==> src/rtl/core/etrb_pkg.sv <==
// shared types, constants and helpers of the eight-tap raster blur
package etrb_pkg;

    localparam int MAX_WIDTH_DEF  = 1024;
    localparam int MAX_HEIGHT_DEF = 1024;

    localparam int CH_W       = 8;
    localparam int COORD_W    = 10;
    localparam int CFG_IDX_W  = 2;
    localparam int CFG_DATA_W = 11;
    localparam int MIN_DIM    = 3;

    localparam logic [CFG_DATA_W-1:0] DIM_RESET = 11'd1024;

    typedef logic [CH_W-1:0]    t_chan;
    typedef logic [COORD_W-1:0] t_coord;

    typedef struct packed {
        t_chan red;
        t_chan green;
        t_chan blue;
    } t_pix;

    typedef enum logic [CFG_IDX_W-1:0] {
        CFG_FRAME_WIDTH  = 2'd0,
        CFG_FRAME_HEIGHT = 2'd1
    } t_cfg_idx;

    // kinds of result one input can cause, in delivery order
    typedef enum logic [3:0] {
        RES_CENTER   = 4'b0001,
        RES_ROW_END  = 4'b0010,
        RES_LAST_ROW = 4'b0100,
        RES_CORNER   = 4'b1000
    } t_res_kind;

    typedef struct packed {
        logic [3:0] kinds;
        logic       interior;
        t_coord     row;
        t_coord     col;
    } t_meta;

    // width that holds any effective frame dimension and the raw register
    function automatic int dim_width(input int max_w, input int max_h);
        int m;
        int w;
        m = (max_w > max_h) ? max_w : max_h;
        w = $clog2(m + 1);
        return (w > CFG_DATA_W) ? w : CFG_DATA_W;
    endfunction

endpackage

==> src/rtl/core/etrb_res_if.sv <==
// result output channel
interface etrb_res_if;
    logic             valid;
    logic             ready;
    etrb_pkg::t_coord out_row;
    etrb_pkg::t_coord out_col;
    etrb_pkg::t_chan  out_red;
    etrb_pkg::t_chan  out_green;
    etrb_pkg::t_chan  out_blue;
    logic             run_last;
    logic             frame_done;

    modport source (output valid, output out_row, output out_col, output out_red,
                    output out_green, output out_blue, output run_last,
                    output frame_done, input ready);
    modport sink (input valid, input out_row, input out_col, input out_red,
                  input out_green, input out_blue, input run_last,
                  input frame_done, output ready);
endinterface

==> src/rtl/core/etrb_emit.sv <==
// 3x3 window, result sequencing and output register
module etrb_emit (
    input  logic            i_clk,
    input  logic            i_rst_n,
    input  logic            i_valid,
    input  etrb_pkg::t_meta i_meta,
    input  etrb_pkg::t_pix  i_px,
    input  etrb_pkg::t_pix  i_up,
    input  etrb_pkg::t_pix  i_mid,
    output logic            o_take,
    etrb_res_if.source      o_res
);
    import etrb_pkg::*;

    t_pix       r_win [3][3];
    logic       r_busy;
    t_meta      r_meta;
    logic [3:0] r_pend;
    logic [3:0] sel, rest;
    logic       fire, last_fire, take;

    logic       r_ovalid;
    t_coord     r_orow, r_ocol;
    t_pix       r_opx;
    logic       r_olast, r_odone;

    t_coord     n_orow, n_ocol;
    t_pix       n_opx, blur;
    logic       n_odone;

    function automatic t_chan avg8(input t_chan a, input t_chan b, input t_chan c,
                                   input t_chan d, input t_chan e, input t_chan f,
                                   input t_chan g, input t_chan h);
        logic [CH_W+2:0] s;
        s = (CH_W+3)'(a) + (CH_W+3)'(b) + (CH_W+3)'(c) + (CH_W+3)'(d)
          + (CH_W+3)'(e) + (CH_W+3)'(f) + (CH_W+3)'(g) + (CH_W+3)'(h);
        return s[CH_W+2:3];
    endfunction

    assign sel       = r_pend & (~r_pend + 4'd1);
    assign rest      = r_pend & ~sel;
    assign fire      = r_busy && (!r_ovalid || o_res.ready);
    assign last_fire = fire && (rest == '0);
    assign take      = i_valid && (!r_busy || last_fire);
    assign o_take    = take;

    // up-left tap left out
    always_comb begin
        blur.red   = avg8(r_win[0][1].red,   r_win[0][2].red,   r_win[1][0].red,
                          r_win[1][1].red,   r_win[1][2].red,   r_win[2][0].red,
                          r_win[2][1].red,   r_win[2][2].red);
        blur.green = avg8(r_win[0][1].green, r_win[0][2].green, r_win[1][0].green,
                          r_win[1][1].green, r_win[1][2].green, r_win[2][0].green,
                          r_win[2][1].green, r_win[2][2].green);
        blur.blue  = avg8(r_win[0][1].blue,  r_win[0][2].blue,  r_win[1][0].blue,
                          r_win[1][1].blue,  r_win[1][2].blue,  r_win[2][0].blue,
                          r_win[2][1].blue,  r_win[2][2].blue);
    end

    always_comb begin
        n_odone = 1'b0;
        case (t_res_kind'(sel))
            RES_CENTER: begin
                n_orow = r_meta.row - t_coord'(1);
                n_ocol = r_meta.col - t_coord'(1);
                n_opx  = r_meta.interior ? blur : r_win[1][1];
            end
            RES_ROW_END: begin
                n_orow = r_meta.row - t_coord'(1);
                n_ocol = r_meta.col;
                n_opx  = r_win[1][2];
            end
            RES_LAST_ROW: begin
                n_orow = r_meta.row;
                n_ocol = r_meta.col - t_coord'(1);
                n_opx  = r_win[2][1];
            end
            RES_CORNER: begin
                n_orow  = r_meta.row;
                n_ocol  = r_meta.col;
                n_opx   = r_win[2][2];
                n_odone = 1'b1;
            end
            default: begin
                n_orow = r_meta.row;
                n_ocol = r_meta.col;
                n_opx  = r_win[1][1];
            end
        endcase
    end

    always_ff @(posedge i_clk) begin
        if (!i_rst_n) begin
            r_busy <= 1'b0;
            r_pend <= '0;
            for (int a = 0; a < 3; a++) begin
                for (int b = 0; b < 3; b++) begin
                    r_win[a][b] <= '0;
                end
            end
        end else if (take) begin
            r_busy <= i_meta.kinds != '0;
            r_pend <= i_meta.kinds;
            for (int a = 0; a < 3; a++) begin
                r_win[a][0] <= r_win[a][1];
                r_win[a][1] <= r_win[a][2];
            end
            r_win[0][2] <= i_up;
            r_win[1][2] <= i_mid;
            r_win[2][2] <= i_px;
        end else if (fire) begin
            r_pend <= rest;
            if (last_fire) begin
                r_busy <= 1'b0;
            end
        end
    end

    always_ff @(posedge i_clk) begin
        if (take) begin
            r_meta <= i_meta;
        end
    end

    always_ff @(posedge i_clk) begin
        if (!i_rst_n) begin
            r_ovalid <= 1'b0;
        end else if (fire) begin
            r_ovalid <= 1'b1;
        end else if (o_res.ready) begin
            r_ovalid <= 1'b0;
        end
    end

    always_ff @(posedge i_clk) begin
        if (fire) begin
            r_orow  <= n_orow;
            r_ocol  <= n_ocol;
            r_opx   <= n_opx;
            r_olast <= rest == '0;
            r_odone <= n_odone;
        end
    end

    assign o_res.valid      = r_ovalid;
    assign o_res.out_row    = r_orow;
    assign o_res.out_col    = r_ocol;
    assign o_res.out_red    = r_opx.red;
    assign o_res.out_green  = r_opx.green;
    assign o_res.out_blue   = r_opx.blue;
    assign o_res.run_last   = r_olast;
    assign o_res.frame_done = r_odone;
endmodule

==> src/flat_wrapper.sv <==
// flat-port wrapper written by rule: the top's interface ports become plain ports
module etrb_emit_flat import etrb_pkg::*;
  (i_clk, i_rst_n, i_valid, i_meta, i_px, i_up, i_mid, o_take, o_res_valid, o_res_out_row, o_res_out_col, o_res_out_red, o_res_out_green, o_res_out_blue, o_res_run_last, o_res_frame_done, o_res_ready);
  etrb_res_if o_res_i ();
  input  logic i_clk;
  input  logic i_rst_n;
  input  logic i_valid;
  input  etrb_pkg::t_meta i_meta;
  input  etrb_pkg::t_pix i_px;
  input  etrb_pkg::t_pix i_up;
  input  etrb_pkg::t_pix i_mid;
  output logic o_take;
  output wire logic [$bits(o_res_i.valid)-1:0] o_res_valid;
  output wire logic [$bits(o_res_i.out_row)-1:0] o_res_out_row;
  output wire logic [$bits(o_res_i.out_col)-1:0] o_res_out_col;
  output wire logic [$bits(o_res_i.out_red)-1:0] o_res_out_red;
  output wire logic [$bits(o_res_i.out_green)-1:0] o_res_out_green;
  output wire logic [$bits(o_res_i.out_blue)-1:0] o_res_out_blue;
  output wire logic [$bits(o_res_i.run_last)-1:0] o_res_run_last;
  output wire logic [$bits(o_res_i.frame_done)-1:0] o_res_frame_done;
  input wire logic [$bits(o_res_i.ready)-1:0] o_res_ready;
  assign o_res_valid = o_res_i.valid;
  assign o_res_out_row = o_res_i.out_row;
  assign o_res_out_col = o_res_i.out_col;
  assign o_res_out_red = o_res_i.out_red;
  assign o_res_out_green = o_res_i.out_green;
  assign o_res_out_blue = o_res_i.out_blue;
  assign o_res_run_last = o_res_i.run_last;
  assign o_res_frame_done = o_res_i.frame_done;
  assign o_res_i.ready = o_res_ready;
  etrb_emit u_core (.i_clk(i_clk), .i_rst_n(i_rst_n), .i_valid(i_valid), .i_meta(i_meta), .i_px(i_px), .i_up(i_up), .i_mid(i_mid), .o_take(o_take), .o_res(o_res_i));
endmodule
==> config.mk <==
export PLATFORM = sky130hd
export DESIGN_NAME = etrb_emit_flat
export DESIGN_NICKNAME = d
export VERILOG_FILES = /design/src/rtl/core/etrb_pkg.sv /design/src/rtl/core/etrb_res_if.sv /design/src/rtl/core/etrb_emit.sv /design/src/flat_wrapper.sv
export SDC_FILE = /design/constraint.sdc
export NUM_CORES = 1
export LEC_CHECK = 0
export BUFFER_PORTS_ARGS = -buffer_cell sky130_fd_sc_hd__buf_4
export CAP_MARGIN = 20
export CORE_MARGIN = 2
export CORE_UTILIZATION = 35
export CTS_BUF_LIST = sky130_fd_sc_hd__clkbuf_4 sky130_fd_sc_hd__clkbuf_8 sky130_fd_sc_hd__clkbuf_16
export CTS_CLUSTER_DIAMETER = 200
export DETAILED_ROUTE_END_ITERATION = 7
export SYNTH_ARGS = -nofsm -noshare
export SYNTH_HDL_FRONTEND = slang
export SYNTH_SLANG_ARGS = --single-unit
==> constraint.sdc <==
create_clock -name i_clk -period 18.8 [get_ports i_clk]
set_clock_uncertainty 0.15 [all_clocks]
set_input_delay 3.76 -clock i_clk [delete_from_list [all_inputs] [get_ports i_clk]]
set_output_delay 3.76 -clock i_clk [all_outputs]
set_load 0.02 [all_outputs]
* After elaboration in Yosys (flattened, before gate mapping)
Memories as Yosys holds them, arrays and structs flattened.
Cells that the tools add are included.
** Storage, ports and cells
- Register bits after elaboration :: 73
- Memories :: 1
- Input bits :: 101
- Word-level logic and storage cells :: 95
- Bits in writable memories :: 216
** Operators by class
- Bitwise logic cells :: 13
- $add $sub $neg :: 24
- Reduce and logical (&&, ||, !) cells :: 15
- Multiplexer cells :: 25
- Equal/unequal tests :: 4
** Memories
- u_core.r_win :: words 3, width 72, read ports 3, clocked after memory_dff 0, wr ports 3, line etrb_emit.sv:15 : t_pix r_win [3][3];
** Operators by type and width (count)
- 2-to-1 mux 24 bit :: 10
- adder 11 x 8 -> 11 bit :: 18
- case mux 24 bit (4 select lines) :: 1
- adder 8 x 8 -> 9 bit :: 3
- 2-to-1 mux 10 bit :: 2
- subtractor 10 x 1 -> 10 bit, second input constant :: 2
- 2-to-1 mux 1 bit :: 10
- bitwise OR 1 bit :: 9
- AND 4 bit :: 2
- 2-to-1 mux 4 bit :: 2
- NOT 4 bit :: 2
- nonzero test 2 bit :: 3
- adder 4 x 1 -> 4 bit, second input constant :: 1
- == test 4 x 1 -> 1 bit, second input constant :: 1
- == test 4 x 2 -> 1 bit, second input constant :: 1
- == test 4 x 3 -> 1 bit, second input constant :: 1
- == test 4 bit, second input constant :: 1
- logical NOT 4 bit :: 1
- nonzero test 4 bit :: 1
- OR reduction 2 bit :: 2
- logical AND 1 bit :: 3
- logical NOT 1 bit :: 2
- logical OR 1 bit :: 2
- AND reduction 2 bit :: 1

* Longest topological paths before layout
Gate-level depths: netlist of the first run.
- Depth after elaboration :: 13
- Mapped depth :: 21
- Mapped depth without buffers :: 20

* Least setup slack after synthesis of the first run
OpenSTA, ideal clock, no wires.
- Path kind :: input to register
- From :: input port o_res_ready
- To :: memory u_core.r_win[0][0] (netlist bit), enable pin
- Stages on the path :: 3
- Slack :: 0.155 ns
- Path buffers :: 0
- Data arrival time :: 17.485 ns
- Path through :: nand2b_1 > o21ai_2 > o21ai_0
** RTL lines
- start, declared :: line flat_wrapper.sv:21 : input wire logic [$bits(o_res_i.ready)-1:0] o_res_ready;
- end, declared :: line etrb_emit.sv:15

* Worst setup path after layout of the first run
- From :: input port o_res_ready
- To :: output port o_take
** Between the ends
- Word-level cells in the longest chain between the ends :: 5
** Ends and longest elaborated chain
- logical OR 1 bit :: line etrb_emit.sv:42 : assign fire = r_busy && (!r_ovalid || o_res.ready);
- logical AND 1 bit :: line etrb_emit.sv:42
- logical AND 1 bit :: line etrb_emit.sv:43 : assign last_fire = fire && (rest == '0);
- logical OR 1 bit :: line etrb_emit.sv:44 : assign take = i_valid && (!r_busy || last_fire);
- logical AND 1 bit :: line etrb_emit.sv:44
- end, declared :: line flat_wrapper.sv:12 : output logic o_take;
No other way between the ends.

==> metrics, run 1 <==
CP Class=input pin to output pin; Residual DRC=0; # Post-CTS Setup Buffers=0; CTS Buf Count=30; # diodes=0; H-tree depth=1; clk buf depth=3; leakage=8.45 nW; # Max-Cap Violations=0; Comb power frac=0.439; number of distinct library cells after synthesis=65; Post-DRT Antenna Nets=0; Via Count=10500; Hold Buf Count CTS=0; chip height=218 um; die area=47500 um2; reg2reg setup slack=12.96 ns; gp weighted congestion=approximately 0.80; Cell Rows=78; Syn Area/Cell=12.0 um2; internal power=0.00149 W; max-slew violations=0; post-synthesis async set-or-reset flop share=0; VDD IR max=0.0000739 V; post_cts resized=0; most frequent cells in the layout=edfxtp_1 (259), inv_1 (210), and3_1 (195); Worst Tran Pin Value=1.10 ns; synth warn=0; Worst-Skew Late Latency=about 0.6 ns; CP required=14.89 ns; Max transition margin=0.267; Sw Ratio=0.365; part of the power in registers=0.313; Synth top area share=0.485; Post-synth EDFFs=259; Final Critical Period=8.95 ns; RSZ-0062 raised after global routing=false; Fill cells=approximately 4300; Layout area overhead=16.6%; Die Wd=roughly 220 um; Worst setup EP type=output pin; min-delay worst type=flop to flop; Sink Count=roughly 270; final core utilization=0.413; register area=7900 um2; total wire length=around 37000 um; Initial Util=0.354; clock-pin slew on the worst setup and hold paths=0.06 ns; initial antenna violation count=1; worst-path fanout max=53; remaining global-route overflow=0; Seq/Total Area, Yosys=0.493; layout cells sized above 1=0.158; commonest non-fill, non-tap cell in the layout=edfxtp_1; Yosys reg bits=265; Synth Cell Area=approximately 16000 um2; DP Wirelength=25500 um; Cells after Synth=1339; gr usage total=0.159; Core Footprint=45300 um2; I/O pin cnt=about 150; endpoints failing setup=0; DR WL/cell=between 15 and 20 um; first-pass GRT wire length=58900 um; Worst EP arrival=5.04 ns; CTS tree=yes; root buf cell=clkbuf_16; Avg Vias per Cell=5.00; NumNets Final=1749; vias in the first global route=10600; Worst Hold Depth=2; switching power=about 0.00086 W; Final Cycle Share=0.476; area leader, netlist=edfxtp_1; synth top area cells=edfxtp_1 (49%), fa_1 (14%), and3_1 (7.6%); largest net degree at the start of global routing=103; power per cell area=125 nW/um2; area occupied by multi-input gates=7060 um2; part of the power in the clock network=0.248; number of port buffers=148; Synth Flop Type=edfxtp_1; worst reg-to-reg path cell count=19; outcome=completed; fmax=112 MHz; setup TNS=0 ns; CP Launch Type=input pin; drt first pass iters=5; initial drt markers=742; Final Hold Viols=0; syn_nets=1619
## power groups by stage
stage	Combinational [W]	Sequential [W]	Clock (W)
global placement	0.00100	0.000745	0
detailed placement	0.00103	0.000746	0
global route	0.00119	0.000739	0.000618
floorplan	0.000790	0.000759	0
CTS	0.00104	0.000734	0.000595
finish	0.00103	0.000733	0.000580
## kinds of logic (layout without fill, tap and decap cells)
kind of cell | count (synthesis) | after routing | synth area share
buffers and inverters | 276 | 429 | 0.0677
multiplexers | 18 | 18 | 0.0114
AO/OA/AOI/OAI | 212 | 212 | 0.0879
adder cells (fa/ha/maj) | 180 | 180 | 0.194
AND/OR/NAND/NOR | 342 | 342 | 0.122
flip-flops | 265 | 265 | 0.493
XOR/XNOR | 46 | 46 | 0.0251
## critical path, cell delays in order
cell and delay, ns:
buf_4 0.08, nand2b_1 0.19, o21ai_2 0.18, nor2_8 0.54, buf_4 0.26
## flip-flops by register name, indices dropped and copies added (netlist names)
name / count
u_core.o_res.valid: 1
u_core.r_pend: 4
u_core.r_busy: 1
u_core.o_res.frame_done: 1
u_core.r_win: 192
u_core.o_res.run_last: 1
u_core.r_meta: 21
u_core.o_res.out_row: 10
u_core.o_res.out_col: 10
u_core.o_res.out_red: 8
u_core.o_res.out_blue: 8
u_core.o_res.out_green: 8
## cell usage after synthesis (5+ instances only)
master and count:
buf_4 6, nand4_1 5, nor2b_1 7, buf_2 21, nand2b_1 5, nand2_1 47
inv_1 211, xnor2_1 26, a21o_1 10, a21oi_1 44, dfxtp_1 6, o21ai_0 53
o211ai_1 7, a211oi_1 6, o22ai_1 5, xor2_1 20, a31oi_1 5, o21a_1 9
mux2i_1 16, a22oi_1 11, fa_1 114, and3_1 195, o31ai_1 8, edfxtp_1 259
clkbuf_1 38, nor2_1 44, ha_1 65, a21boi_0 12, or3_1 7, nor3_1 7
## layout make-up
class	instances	share of cell area
clock buffers	36	0.0435
clock inverters	19	0.00830
inverters	211	0.0424
multi-input cells	798	0.378
flip-flops and latches	265	0.422
well taps	600	0.0402
repair buffers	163	0.0654
## final timing paths
check	startpoint	to
setup / recovery	o_res_ready	o_take
setup reg to reg	u_core.r_win[0][0]	u_core.o_res.out_blue[7]
hold reg to reg	u_core.r_pend[0]	u_core.r_pend[0]
hold / removal	u_core.r_pend[0]	u_core.r_pend[0]
## per-layer routing
layer	track usage	vias up	routed length, um
met5	0	-	0
met4	0.0440	0	1030
met3	0.0275	61	2010
met2	0.248	255	16900
met1	0.226	5200	17500
li1	-	4954	-
## per-stage QoR
| stage | total power, W | setup slack [ns] | cells | area [um2] | hold WS (ns) |
|---|---|---|---|---|---|
| after floorplan | 0.00155 | 0.155 | 1339 | 16000 | 0.363 |
| after global placement | 0.00175 | 9.88 | 2037 | 17700 | 0.363 |
| final | 0.00234 | 9.85 | 2092 | 18700 | 0.399 |
| after CTS | 0.00236 | 9.86 | 2092 | 18700 | 0.407 |
| after detailed placement | 0.00177 | 9.86 | 2037 | 17700 | 0.394 |
| after global routing | 0.00254 | 9.74 | 2092 | 18700 | 0.407 |
Note: power is estimated with default switching activity, not from simulation.
==> inputs of run 2 (changes only) <==
clock period = 8 ns   (was 18.8 ns; I/O delays follow)
==> run 2 against run 1 <==
  * Sequential cell count is the same
  * Utilization grew 0.19 points
  * First-iteration DRC count grew 13%
  * Critical path type is now flop to flop
  * Power grew 140%
  * Critical path depth grew 15
  * Sequential power grew 130%
  * Sequential share of layout area shrank 0.19 points
  * Non-clock buffer count shrank 2
  * Routed wire length grew 0.89%
  * Hold slack gained 0.0097 ns
  * Via count grew 0.63%
==> metrics, run 2 (synthesis gave the netlist of run 1 again) <==
outcome=completed; power per cell area=299 nW/um2; # Max-Cap Violations=0; most frequent cells in the layout=edfxtp_1 (259), inv_1 (210), and3_1 (195); leakage=approximately 8.5 nW; DP Wirelength=around 26000 um; CP required=8.15 ns; Worst Setup SP=u_core.r_win[0][0]; worst-path fanout max=7; clk buf depth=3; I/O pin cnt=roughly 150; Worst Tran Pin Value=1.15 ns; Final Hold Viols=0; DR WL/cell=around 18 um; largest net degree at the start of global routing=193; number of cells on the critical path=20; r2r endpoint=u_core.o_res.out_blue[7]; Layout area overhead=17.2%; Die Wd=218 um; commonest non-fill, non-tap cell in the layout=edfxtp_1; initial antenna violation count=1; # diodes=0; first-pass GRT wire length=59900 um; Cell Rows=78; reg2reg setup slack=2.11 ns; Core Footprint=45300 um2; Cell Chain, Critical Path=ha_1, inv_1, fa_1, nor2b_1, o21ai_0, a21boi_0, o31ai_1, a21boi_0, fa_1, inv_1, fa_1, fa_1, fa_1, inv_1, ha_1, and3_1, a221oi_1, o21bai_1, a22oi_1, o211ai_1; gp weighted congestion=around 0.83; NumNets Final=1748; largest registers=u_core.r_win (192), u_core.r_meta (21); Residual DRC=0; Initial Util=0.354; CP Launch Type=flop; vias in the first global route=10700; chip height=~220 um; Post-Layout Cell Count=2093; kind of cell adding the most delay to the critical path=adder cells; VDD IR max=0.000206 V; max reg flops=192; max-slew violations=0; Sink Count=265; CP peak stage delay=0.56 ns; # Post-CTS Setup Buffers=0; gr usage total=0.161; crit-path most repeated cell=fa_1; drt first pass iters=7; total wire length=37700 um; largest register by flop count=u_core.r_win; Max transition margin=0.235; number of port buffers=148; remaining global-route overflow=0; Via Count=10500; post_cts resized=0; layout cells sized above 1=0.158; CTS tree=yes; initial drt markers=835; setup TNS=0 ns; Fill cells=4366; Hold Buf Count CTS=0; clock-pin slew on the worst setup and hold paths=0.06 ns; worst reg-to-reg path cell count=20; Worst EP arrival=~6.0 ns; Post-Place Cells=2035; Final Critical Period=~6 ns; final core utilization=0.415; die area=47500 um2; endpoints failing setup=0; worst r2r src=u_core.r_win[0][0]; H-tree depth=1; CP Class=flop to flop; Worst setup EP type=flop; min-delay worst type=flop to flop; Post-DRT Antenna Nets=0; worst setup path endpoint=u_core.o_res.out_blue[7]; Avg Vias per Cell=5.03; Final Cycle Share=0.736; Crit-path slowest cell=fa_1; Worst-Skew Late Latency=0.58 ns; fmax=170 MHz; CTS Buf Count=31; RSZ-0062 raised after global routing=false; Buf/Inv on CP=3; root buf cell=clkbuf_16
## run 2: changes by cell type in the layout (fill, tap and decap cells not counted), sizes merged
cell / delta
clkinv: -7
bufinv: +1
buf: -2
clkbuf: +10
clkinvlp: -1
## run 2: how the worst min path moves through the flow
stage,start,depth (start not counted),end,slack [ns]
after global placement,u_core.r_meta[9],1,u_core.o_res.out_col[9],0.40
after detailed placement,u_core.r_meta[9],1,u_core.o_res.out_col[9],0.40
final,u_core.r_meta[9],1,u_core.o_res.out_col[9],0.41
after CTS,u_core.r_meta[9],1,u_core.o_res.out_col[9],0.41
after global routing,u_core.r_meta[9],1,u_core.o_res.out_col[9],0.42
after floorplan,u_core.r_pend[3],2,u_core.r_pend[3],0.36
## run 2: layout make-up
cell class,count,area (um2),share of cell area
clock buffers,46,913,0.0486
clock inverters,12,143,0.00759
inverters,211,792,0.0422
multi-input cells,798,7060,0.376
flip-flops and latches,265,7900,0.420
well taps,600,751,0.0400
repair buffers,161,1220,0.0650
## run 2: power by group
| group | switching (W) | internal [W] | total (W) | leakage (nW) |
|---|---|---|---|---|
| sequential | 0.0000708 | 0.00165 | 0.00172 | 2.80 |
| clock | 0.000560 | 0.000884 | 0.00144 | 0.523 |
| combinational | 0.00139 | 0.00105 | 0.00244 | 5.16 |
## run 2: stage by stage
stage	setup slack, ns	instance area, um2	hold WS (ns)	power (W)
final	2.11	18800	0.409	0.00561
after global routing	1.71	18800	0.423	0.00607
after CTS	2.10	18800	0.410	0.00566
after detailed placement	2.11	17700	0.402	0.00418
after global placement	2.36	17700	0.401	0.00411
after floorplan	0.420	16000	0.363	0.00362
## run 2: metal layers
layer | GRT usage | vias up | wire (um)
li1 | - | 4959 | -
met1 | 0.234 | 5171 | 17300
met2 | 0.251 | 348 | 17200
met3 | 0.0271 | 58 | 2420
met4 | 0.0388 | 0 | 801
met5 | 0 | - | 0
==> inputs of run 3 (changes only) <==
clock period = 5.58 ns   (was 8 ns; I/O delays follow)
==> run 3 against run 2 <==
  * Sequential share of layout area fell by 0.62 points
  * Clock power is 44% higher
  * Critical path depth shrank 3
  * Sequential cell count unchanged
  * First-iteration DRC count fell by 17%
  * Cell area grew 1.5%
  * Non-clock buffer count is 17 higher
  * Hold slack improved by 0.0022 ns
  * Combinational power is 61% higher
  * Via count increased by 0.39%
  * Critical path type unchanged
==> metrics, run 3 (synthesis gave the netlist of run 1 again) <==
outcome=completed; Residual DRC=0; most frequent cells in the layout=edfxtp_1 (259), inv_1 (210), and3_1 (194); clk buf depth=3; part of the power in registers=0.293; power per cell area=444 nW/um2; CP Launch Type=flop; Post-Layout Cell Count=roughly 2100; largest registers=u_core.r_win (192), u_core.r_meta (21); part of the power in the clock network=0.244; Sw Ratio=0.362; Final Cycle Share=0.966; first-pass GRT wire length=59300 um; Worst EP arrival=5.55 ns; worst reg-to-reg path cell count=17; DR WL/cell=roughly 18 um; min-delay worst type=flop to flop; initial antenna violation count=1; Comb power frac=0.463; gr usage total=0.160; fmax=185 MHz; endpoints failing setup=0; Worst-Skew Late Latency=between 0.5 and 0.6 ns; NumNets Final=about 1800; vias in the first global route=10900; remaining global-route overflow=0; switching power=0.00306 W; final core utilization=0.421; initial drt markers=691; max-slew violations=0; VDD IR max=0.000304 V; chip height=218 um; Final Critical Period=5.39 ns; worst r2r src=u_core.r_win[0][28]; Cell Rows=78; largest register by flop count=u_core.r_win; Die Wd=~220 um; Post-DRT Antenna Nets=0; CP required=approximately 5.7 ns; number of port buffers=148; total wire length=37900 um; Avg Vias per Cell=about 5.0; leakage=8.57 nW; layout cells sized above 1=0.189; Core Footprint=45300 um2; CTS tree=yes; Initial Util=0.354; commonest non-fill, non-tap cell in the layout=edfxtp_1; register area=7900 um2; H-tree depth=1; Post-Place Cells=between 2000 and 2500; DP Wirelength=26200 um; gp weighted congestion=0.851; worst setup path endpoint=u_core.o_res.out_blue[7]; # Max-Cap Violations=0; setup TNS=0 ns; Sink Count=265; I/O pin cnt=between 100 and 150; r2r endpoint=u_core.o_res.out_blue[7]; clock-pin slew on the worst setup and hold paths=around 0.060 ns; internal power=approximately 0.0054 W; die area=47500 um2; root buf cell=clkbuf_16; # diodes=0; Via Count=10600; CTS Buf Count=31; worst hold slack=between 0.4 and 0.5 ns; CP Class=flop to flop; drt first pass iters=6; Layout area overhead=18.9%; worst-path fanout max=7; reg2reg setup slack=0.19 ns; Worst Tran Pin Value=1.09 ns; largest net degree at the start of global routing=approximately 200; Worst Setup SP=u_core.r_win[0][28]; area occupied by multi-input gates=between 7000 and 8000 um2; Fill cells=4320; Final Hold Viols=0; Hold Buf Count CTS=0; Worst setup EP type=flop; max reg flops=about 190; Max transition margin=0.272
==> run 3: changes by cell type in the layout (fill, tap and decap cells not counted), sizes merged <==
cell	before	now
inv	212	213
clkinvlp	2	0
clkbuf	46	45
clkinv	6	8
buf	161	178
==> run 3: final cells by class <==
type / count / share of cell area
Clock inverter: 13 / 0.00774
Timing Repair Buffer: 178 / 0.0714
Sequential cell: 265 / 0.414
Inverter: 211 / 0.0415
Tap cell: 600 / 0.0394
Multi-Input combinational cell: 798 / 0.379
Clock buffer: 45 / 0.0469
==> run 3: what timing repair did <==
item	CTS	global route
buffers inserted	0	2
endpoints found under the setup margin	5	15
resized for setup	5	40
pin swaps	1	14
==> run 3: how the worst min path moves through the flow <==
stage                      from                       to  cells past startpoint
2_1_floorplan  u_core.r_pend[3]         u_core.r_pend[3]                      2
3_3_place_gp   u_core.r_meta[9]  u_core.o_res.out_col[9]                      1
3_5_place_dp   u_core.r_meta[9]  u_core.o_res.out_col[9]                      1
4_1_cts        u_core.r_meta[9]  u_core.o_res.out_col[9]                      1
5_1_grt        u_core.r_meta[9]  u_core.o_res.out_col[9]                      1
6_report       u_core.r_meta[9]  u_core.o_res.out_col[9]                      1
==> run 3: power by group through the flow <==
stage / Clock, W / Sequential (W) / Combinational (W)
final: 0.00207 / 0.00248 / 0.00392
after global routing: 0.00218 / 0.00250 / 0.00445
after CTS: 0.00211 / 0.00248 / 0.00371
after detailed placement: 0 / 0.00252 / 0.00364
after global placement: 0 / 0.00252 / 0.00353
after floorplan: 0 / 0.00252 / 0.00266
==> run 3: stage by stage <==
| step | setup slack (ns) | instance area (um2) | total power, W |
|---|---|---|---|
| 6_report | 0.188 | 19100 | 0.00846 |
| 5_1_grt | -0.0306 | 19100 | 0.00913 |
| 4_1_cts | 0.0371 | 18900 | 0.00831 |
| 3_5_place_dp | -0.150 | 17900 | 0.00615 |
| 3_3_place_gp | 0.0272 | 17900 | 0.00605 |
| 2_1_floorplan | 0.152 | 16000 | 0.00518 |
==> run 3: worst max-delay path, stage by stage, from the launching register on <==
cell,delay [ns]
edfxtp_1,0.41
ha_4,0.27
or4_1,0.48
o21ai_0,0.09
o21ba_2,0.19
xor2_1,0.16
fa_1,0.53
inv_1,0.05
fa_1,0.47
fa_1,0.53
fa_1,0.54
inv_1,0.06
ha_4,0.27
a21o_1,0.23
a221oi_4,0.31
o21bai_1,0.10
a22oi_1,0.18
o211ai_1,0.10
==> run 3: per-layer routing <==
metal | part of all wire | track usage | vias to the layer above
met1 | 0.46 | 0.225 | 5191
met5 | 0.00042 | 0 | -
met3 | 0.057 | 0.0262 | 70
met4 | 0.029 | 0.0451 | 2
met2 | 0.46 | 0.254 | 321
li1 | - | - | 4993
